[src/hw/rtl/kmp_pkg.sv]
// shared constants and types of the streaming pattern matcher
package kmp_pkg;

  localparam int unsigned MaxPattern  = 64;
  localparam int unsigned SymbolWidth = 8;
  localparam int unsigned LenWidth    = $clog2(MaxPattern + 1);
  localparam int unsigned PosWidth    = 32;

  typedef enum logic [1:0] {
    OpClear   = 2'd0,
    OpAppend  = 2'd1,
    OpText    = 2'd2,
    OpRestart = 2'd3
  } op_e;

  typedef logic [SymbolWidth-1:0] sym_t;
  typedef logic [LenWidth-1:0]    len_t;
  typedef logic [PosWidth-1:0]    pos_t;

  typedef struct packed {
    logic step;
    logic flush;
    sym_t sym;
  } cell_ctrl_t;

endpackage

[src/hw/rtl/kmp_in_if.sv]
// input channel: command and symbol
interface kmp_in_if;
  import kmp_pkg::*;

  logic valid;
  logic ready;
  logic [1:0] opcode;
  sym_t symbol;

  modport source (output valid, output opcode, output symbol, input ready);
  modport sink (input valid, input opcode, input symbol, output ready);
endinterface

[src/hw/rtl/kmp_out_if.sv]
// output channel: match result and pattern status
interface kmp_out_if;
  import kmp_pkg::*;

  logic valid;
  logic ready;
  logic match;
  pos_t match_start;
  logic overflow_error;
  len_t pattern_length;

  modport source (output valid, output match, output match_start, output overflow_error,
                  output pattern_length, input ready);
  modport sink (input valid, input match, input match_start, input overflow_error,
                input pattern_length, output ready);
endinterface

[src/hw/rtl/kmp_cell.sv]
// one pattern position: stored symbol and prefix-match flag
module kmp_cell (
  input  logic               clk_i,
  input  logic               rst_ni,
  input  kmp_pkg::cell_ctrl_t ctrl_i,
  input  logic               load_i,
  input  logic               in_use_i,
  input  logic               prev_i,
  output logic               act_o,
  output logic               hit_o
);
  import kmp_pkg::*;

  sym_t pat_q;
  logic act_q, act_d;
  logic extend;

  always_ff @(posedge clk_i) begin
    if (load_i) begin
      pat_q <= ctrl_i.sym;
    end
  end

  assign extend = prev_i & in_use_i & (pat_q == ctrl_i.sym);

  always_comb begin
    act_d = act_q;
    if (ctrl_i.flush) begin
      act_d = 1'b0;
    end else if (ctrl_i.step) begin
      act_d = extend;
    end
  end

  always_ff @(posedge clk_i or negedge rst_ni) begin
    if (!rst_ni) begin
      act_q <= 1'b0;
    end else begin
      act_q <= act_d;
    end
  end

  assign act_o = act_q;
  assign hit_o = ctrl_i.step & extend;
endmodule

[src/hw/rtl/kmp_stream_matcher_core.sv]
// top level of the streaming pattern matcher
//
// in_i carries commands: clear, append a pattern symbol, text symbol, restart
// the text. Every accepted command gives exactly one transfer on out_o with
// the match flag, start index of the occurrence, overflow flag and the
// pattern length after the command.
// The pattern sits in a row of cells, one per position. Each text symbol
// moves a prefix-match flag one cell along the row, so the handling of a
// command does not depend on the pattern; the result is registered and
// shows in the cycle after the input transfer. A new command is taken in
// the same cycle as the previous result leaves, so one item per cycle is
// sustained while out_o is ready.
// While out_o stalls the result register holds and in_i.ready drops until
// the result has gone.
// first_only_we_i writes first_only_i into the first-only register; write it
// only while the block is idle.
// Reset empties the pattern, restarts the text and clears first-only; the
// stored pattern symbols are not cleared and are only read once loaded.
module kmp_stream_matcher_core (
  input  logic   clk_i,
  input  logic   rst_ni,
  kmp_in_if.sink   in_i,
  kmp_out_if.source out_o,
  input  logic   first_only_we_i,
  input  logic   first_only_i
);
  import kmp_pkg::*;

  localparam len_t LenFull = LenWidth'(MaxPattern);

  len_t len_q, len_d;
  pos_t pos_q, pos_d;
  logic found_q, found_d;
  logic first_only_q;

  logic out_valid_q, out_valid_d;
  logic out_match_q, out_match_d;
  pos_t out_start_q, out_start_d;
  logic out_ovf_q, out_ovf_d;
  len_t out_len_q;

  logic fire;
  op_e  op;
  cell_ctrl_t ctrl;
  logic append_ok;
  logic [MaxPattern-1:0] act, hit, load, in_use, last;
  logic hit_any;

  assign in_i.ready = !out_valid_q || out_o.ready;
  assign fire       = in_i.valid && in_i.ready;
  assign op         = op_e'(in_i.opcode);
  assign append_ok  = (len_q != LenFull);

  assign ctrl.sym   = in_i.symbol;
  assign ctrl.step  = fire && (op == OpText);
  assign ctrl.flush = fire && ((op == OpClear) || (op == OpRestart) ||
                               ((op == OpAppend) && append_ok));

  for (genvar i = 0; i < MaxPattern; i++) begin : g_cell
    assign load[i]   = fire && (op == OpAppend) && (len_q == LenWidth'(i));
    assign in_use[i] = (len_q > LenWidth'(i));
    assign last[i]   = (len_q == LenWidth'(i + 1));

    kmp_cell u_cell (
      .clk_i    (clk_i),
      .rst_ni   (rst_ni),
      .ctrl_i   (ctrl),
      .load_i   (load[i]),
      .in_use_i (in_use[i]),
      .prev_i   ((i == 0) ? 1'b1 : act[(i == 0) ? 0 : i - 1]),
      .act_o    (act[i]),
      .hit_o    (hit[i])
    );
  end

  assign hit_any = |(hit & last);

  always_comb begin
    len_d       = len_q;
    pos_d       = pos_q;
    found_d     = found_q;
    out_match_d = 1'b0;
    out_start_d = '0;
    out_ovf_d   = 1'b0;
    unique case (op)
      OpClear: begin
        len_d   = '0;
        pos_d   = '0;
        found_d = 1'b0;
      end
      OpAppend: begin
        if (append_ok) begin
          len_d   = len_q + LenWidth'(1);
          pos_d   = '0;
          found_d = 1'b0;
        end else begin
          out_ovf_d = 1'b1;
        end
      end
      OpText: begin
        if (pos_q != '1) begin
          pos_d = pos_q + PosWidth'(1);
        end
        if (hit_any && !(first_only_q && found_q)) begin
          out_match_d = 1'b1;
          out_start_d = pos_q - PosWidth'(len_q) + PosWidth'(1);
          found_d     = 1'b1;
        end
      end
      OpRestart: begin
        pos_d   = '0;
        found_d = 1'b0;
      end
      default: ;
    endcase
  end

  assign out_valid_d = fire || (out_valid_q && !out_o.ready);

  always_ff @(posedge clk_i or negedge rst_ni) begin
    if (!rst_ni) begin
      len_q        <= '0;
      pos_q        <= '0;
      found_q      <= 1'b0;
      first_only_q <= 1'b0;
      out_valid_q  <= 1'b0;
    end else begin
      if (first_only_we_i) begin
        first_only_q <= first_only_i;
      end
      if (fire) begin
        len_q   <= len_d;
        pos_q   <= pos_d;
        found_q <= found_d;
      end
      out_valid_q <= out_valid_d;
    end
  end

  always_ff @(posedge clk_i) begin
    if (fire) begin
      out_match_q <= out_match_d;
      out_start_q <= out_start_d;
      out_ovf_q   <= out_ovf_d;
      out_len_q   <= len_d;
    end
  end

  assign out_o.valid          = out_valid_q;
  assign out_o.match          = out_match_q;
  assign out_o.match_start    = out_start_q;
  assign out_o.overflow_error = out_ovf_q;
  assign out_o.pattern_length = out_len_q;
endmodule

[src/flat_wrapper.sv]
// flat-port wrapper written by rule: the top's interface ports become plain ports
module kmp_stream_matcher_core_flat import kmp_pkg::*;
  (clk_i, rst_ni, first_only_we_i, first_only_i, in_i_valid, in_i_opcode, in_i_symbol, in_i_ready, out_o_valid, out_o_match, out_o_match_start, out_o_overflow_error, out_o_pattern_length, out_o_ready);
  kmp_in_if in_i_i ();
  kmp_out_if out_o_i ();
  input  logic clk_i;
  input  logic rst_ni;
  input  logic first_only_we_i;
  input  logic first_only_i;
  input wire logic [$bits(in_i_i.valid)-1:0] in_i_valid;
  input wire logic [$bits(in_i_i.opcode)-1:0] in_i_opcode;
  input wire logic [$bits(in_i_i.symbol)-1:0] in_i_symbol;
  output wire logic [$bits(in_i_i.ready)-1:0] in_i_ready;
  output wire logic [$bits(out_o_i.valid)-1:0] out_o_valid;
  output wire logic [$bits(out_o_i.match)-1:0] out_o_match;
  output wire logic [$bits(out_o_i.match_start)-1:0] out_o_match_start;
  output wire logic [$bits(out_o_i.overflow_error)-1:0] out_o_overflow_error;
  output wire logic [$bits(out_o_i.pattern_length)-1:0] out_o_pattern_length;
  input wire logic [$bits(out_o_i.ready)-1:0] out_o_ready;
  assign in_i_i.valid = in_i_valid;
  assign in_i_i.opcode = in_i_opcode;
  assign in_i_i.symbol = in_i_symbol;
  assign in_i_ready = in_i_i.ready;
  assign out_o_valid = out_o_i.valid;
  assign out_o_match = out_o_i.match;
  assign out_o_match_start = out_o_i.match_start;
  assign out_o_overflow_error = out_o_i.overflow_error;
  assign out_o_pattern_length = out_o_i.pattern_length;
  assign out_o_i.ready = out_o_ready;
  kmp_stream_matcher_core u_core (.clk_i(clk_i), .rst_ni(rst_ni), .in_i(in_i_i), .out_o(out_o_i), .first_only_we_i(first_only_we_i), .first_only_i(first_only_i));
endmodule
[config.mk]
export PLATFORM = sky130hd
export DESIGN_NAME = kmp_stream_matcher_core_flat
export DESIGN_NICKNAME = d
export VERILOG_FILES = /design/src/hw/rtl/kmp_pkg.sv /design/src/hw/rtl/kmp_in_if.sv /design/src/hw/rtl/kmp_out_if.sv /design/src/hw/rtl/kmp_cell.sv /design/src/hw/rtl/kmp_stream_matcher_core.sv /design/src/flat_wrapper.sv
export SDC_FILE = /design/constraint.sdc
export NUM_CORES = 1
export LEC_CHECK = 0
export BUFFER_PORTS_ARGS = -buffer_cell sky130_fd_sc_hd__clkbuf_2
export CELL_PAD_IN_SITES_DETAIL_PLACEMENT = 2
export CELL_PAD_IN_SITES_GLOBAL_PLACEMENT = 2
export CORE_ASPECT_RATIO = 1.75
export CORE_MARGIN = 1
export CORE_UTILIZATION = 40
export CTS_CLUSTER_SIZE = 20
export DETAILED_ROUTE_END_ITERATION = 7
export GPL_ROUTABILITY_DRIVEN = 0
export PLACE_DENSITY = 0.73
export SLEW_MARGIN = 20
export SYNTH_ARGS = -nofsm -noshare
export SYNTH_HDL_FRONTEND = slang
export SYNTH_SLANG_ARGS = --single-unit
[constraint.sdc]
create_clock -name clk_i -period 3.1 [get_ports clk_i]
set_input_delay 0.465 -clock clk_i [delete_from_list [all_inputs] [get_ports clk_i]]
set_output_delay 0.465 -clock clk_i [all_outputs]
set_load 0.02 [all_outputs]
==> flow_summary.json <==
{
  "fin_setup_tns_ns": -56.88,
  "worstPathMaxFanout": 8,
  "path_buf_inv": 6,
  "grt_usage_pct": 38.8,
  "end_kind": "register",
  "yosysTopAreaCell": "edfxtp_1",
  "drive_above_1_share_pct": 28.2,
  "layout_min_cycle_time_ns": 4.62,
  "required_ns": 3.49,
  "ant_nets": 0,
  "avgRoutedWirePerCell_um": 39.8,
  "worstMarginPinSlew_ns": 1.08,
  "crit_type": "reg -> reg",
  "path_cells": "buf_6, inv_4, ha_4, or4b_4, buf_6, o211ai_1, nor2_1, nand4_1, o2111ai_4, nor4_4, nand4_1, buf_6, o21ai_4, buf_6, buf_16, a31oi_1",
  "grt_pass1_wl_um": 221000,
  "syn_avg_cell_area_um2": 12.6,
  "muxShareOfSynthArea_pct": 0.139,
  "synth_top_area_share_pct": 52.7,
  "antenna_found_initial": 17,
  "clock_sinks": 658,
  "synth_simple_gate_area_share_pct": 12.1,
  "clock.fmax_mhz": 216,
  "violations": "negative setup slack",
  "synth_flop_cell": "edfxtp_1",
  "insertion_delay_ns": 0.68,
  "cap_viol_max_count": 0,
  "max-vdd-ir-drop_mv": 0.450,
  "routed_via_density": 6.40,
  "fin_area_um2": 40300,
  "synth_cell_types": 81,
  "clockRootBuffer": "clkbuf_16",
  "skew_ns": 0.0527,
  "critPathLaunchType": "register",
  "status": "finished with violations",
  "htree_num_levels": 3,
  "row_count": 135,
  "coreArea_um2": 77700,
  "cp_common_cell": "buf_6",
  "synth_area_um2": 31500,
  "min_from": "first_only_we_i",
  "drc_errors": 0,
  "synth.area.top_cells": "edfxtp_1 (53%), xnor2_1 (12%), dfrtp_1 (8.3%)",
  "p_leak_nw": 14.7,
  "crit_arrival_ns": 5.01,
  "cp_slowest_cell": "o211ai_1",
  "die_w_um": 214,
  "io_pins": 59,
  "grt-ovfl-total": 0,
  "cts_tree": "built",
  "startpoint": "u_core.len_q[1]",
  "syn_to_final_growth_pct": 27.9,
  "dp_hpwl_um": 92500,
  "yosysSeqAreaShare_pct": 61.0,
  "utilization_pct": 51.9,
  "drtPass1Iterations": 8,
  "fin_nets": 3157,
  "syn_nets": 2580,
  "netlist_top_cells_count": "edfxtp_1 (553), xnor2_1 (422), nor2_1 (205)",
  "rsz0062_at_grt": "true",
  "synth-compound-area-share_pct": 5.55,
  "synth_top_family_by_area": "XOR/XNOR gates",
  "synthAdderAreaFrac_pct": 2.80,
  "synth_edf_count": 553,
  "layout_setup_ws_ns": -1.52,
  "drv_slew": 0,
  "place_ws_ns": -0.991,
  "numCtsBuffers": 66,
  "grt_max_degree": 46,
  "synth_most_common_cell": "edfxtp_1",
  "detail_route.iter0.violations": 2971,
  "first_global_vias": 29000,
  "dpl-instance-area_um2": 37100,
  "timing.rr.start": "u_core.len_q[1]",
  "die-height_um": 373,
  "vias": 26600,
  "io_buffers": 58,
  "holdWs_ns": 0.0934,
  "start_util_pct": 40.6,
  "synth_xor_area_share_pct": 15.7,
  "path_clk_slew_ns": 0.08,
  "cp_top_family": "simple AND/OR/NAND/NOR gates",
  "max_slew_margin_pct": 27.7,
  "finalHoldViolations": 0,
  "dieArea_um2": 80000,
  "ys_async_sr_fraction_pct": 16.0,
  "min_period_over_period_pct": 149,
  "hold_path_class": "in -> reg",
  "cts_buffer_depth": 3,
  "postSynthCellCount": 2494,
  "setup_viol": 131,
  "totalWireLength_um": 166000,
  "p_per_area_nw_per_um2": 554,
  "synth_warnings": 0,
  "crit_path_max_incr_delay_ns": 0.76,
  "ys_ff_latch": 658
}
[registers in the layout (all words and copies together), names as in the netlist]
signal,count
u_core.first_only_q,1
u_core.g_cell.u_cell.act_o,63
u_core.found_q,1
u_core.out_o.pattern_length,7
u_core.pos_q,32
u_core.out_o.match,1
u_core.out_o.valid,1
u_core.out_o.match_start,32
u_core.len_q,7
u_core.out_o.overflow_error,1
u_core.g_cell.u_cell.pat_q,512
[power breakdown]
group          internal [mW]  switching [mW]  total (mW)
combinational           1.32            2.50        3.83
clock                   4.65            4.10        8.76
sequential              9.66          0.0691        9.73
total                   15.6            6.67        22.3
[worst paths after layout]
check | to | slack (ns) | cells after the start
max | u_core.out_o.match_start[29] | -1.52 | 16
min | u_core.first_only_q | 0.09 | 2
max reg2reg | u_core.out_o.match_start[29] | -1.52 | 16
min reg2reg | u_core.g_cell[17].u_cell.act_o | 0.56 | 2
max in group asynchronous | u_core.pos_q[28] | 1.94 | 3
min in group asynchronous | u_core.g_cell[24].u_cell.act_o | 0.35 | 2
[area by class of cell]
class                           instances  area (um2)
Fill cell                            7406       37400
Sequential cell                       658       19200
Multi-Input combinational cell       1654       12200
Timing Repair Buffer                  636        5240
Clock buffer                           90        1860
Tap cell                             1027        1280
Clock inverter                         30         297
Inverter                               55         210
Antenna cell                            5        12.5
[timing repair]
item | in CTS | in global routing
cloned | 4 | 1
buffers inserted | 17 | 14
endpoints found under the hold margin | 26 | 0
setup endpoints to repair | 133 | 219
hold buffers | 1 | 0
resized for setup | 106 | 65
pin swaps | 34 | 28
[placed cells by master (no fill, tap or decap), drive strengths merged, types with 9 or more instances in the layout]
master,n
a211oi,11
or2,10
nand2b,11
buf,585
a21o,13
xor2,144
and3,16
nand4,103
inv,56
dfrtp,105
o31ai,9
ha,69
nor3,68
edfxtp,553
nor4,55
or4,14
xnor2,422
clkbuf,140
nand3,72
clkinv,17
a21oi,99
nand2,114
o21ai,44
o2111ai,11
nor2b,12
nor2,205
or3,15
o211ai,18
[cell families after synthesis]
logic type / count (synthesis)
compound gates: 272
xor+xnor: 566
simple gates: 742
buf+inv: 182
mux: 4
flops: 658
fa+ha+maj: 70
[layer usage]
layer / up-vias / track usage [%] / share of wire, %
met4: 24 / 35.2 / 11
met5: - / 0.606 / 0.14
met2: 1897 / 66.5 / 48
li1: 10200 / - / -
met3: 957 / 10.7 / 8.2
met1: 13600 / 38.0 / 33
[metrics by stage]
| step | std cells | power (mW) |
|---|---|---|
| 3_3_place_gp | 3996 | 12.8 |
| 6_report | 4155 | 22.3 |
| 4_1_cts | 4138 | 21.5 |
| 5_1_grt | 4151 | 22.5 |
| 2_1_floorplan | 2494 | 11.3 |
| 3_5_place_dp | 3996 | 12.9 |
Power figures use the tool's default switching activity.
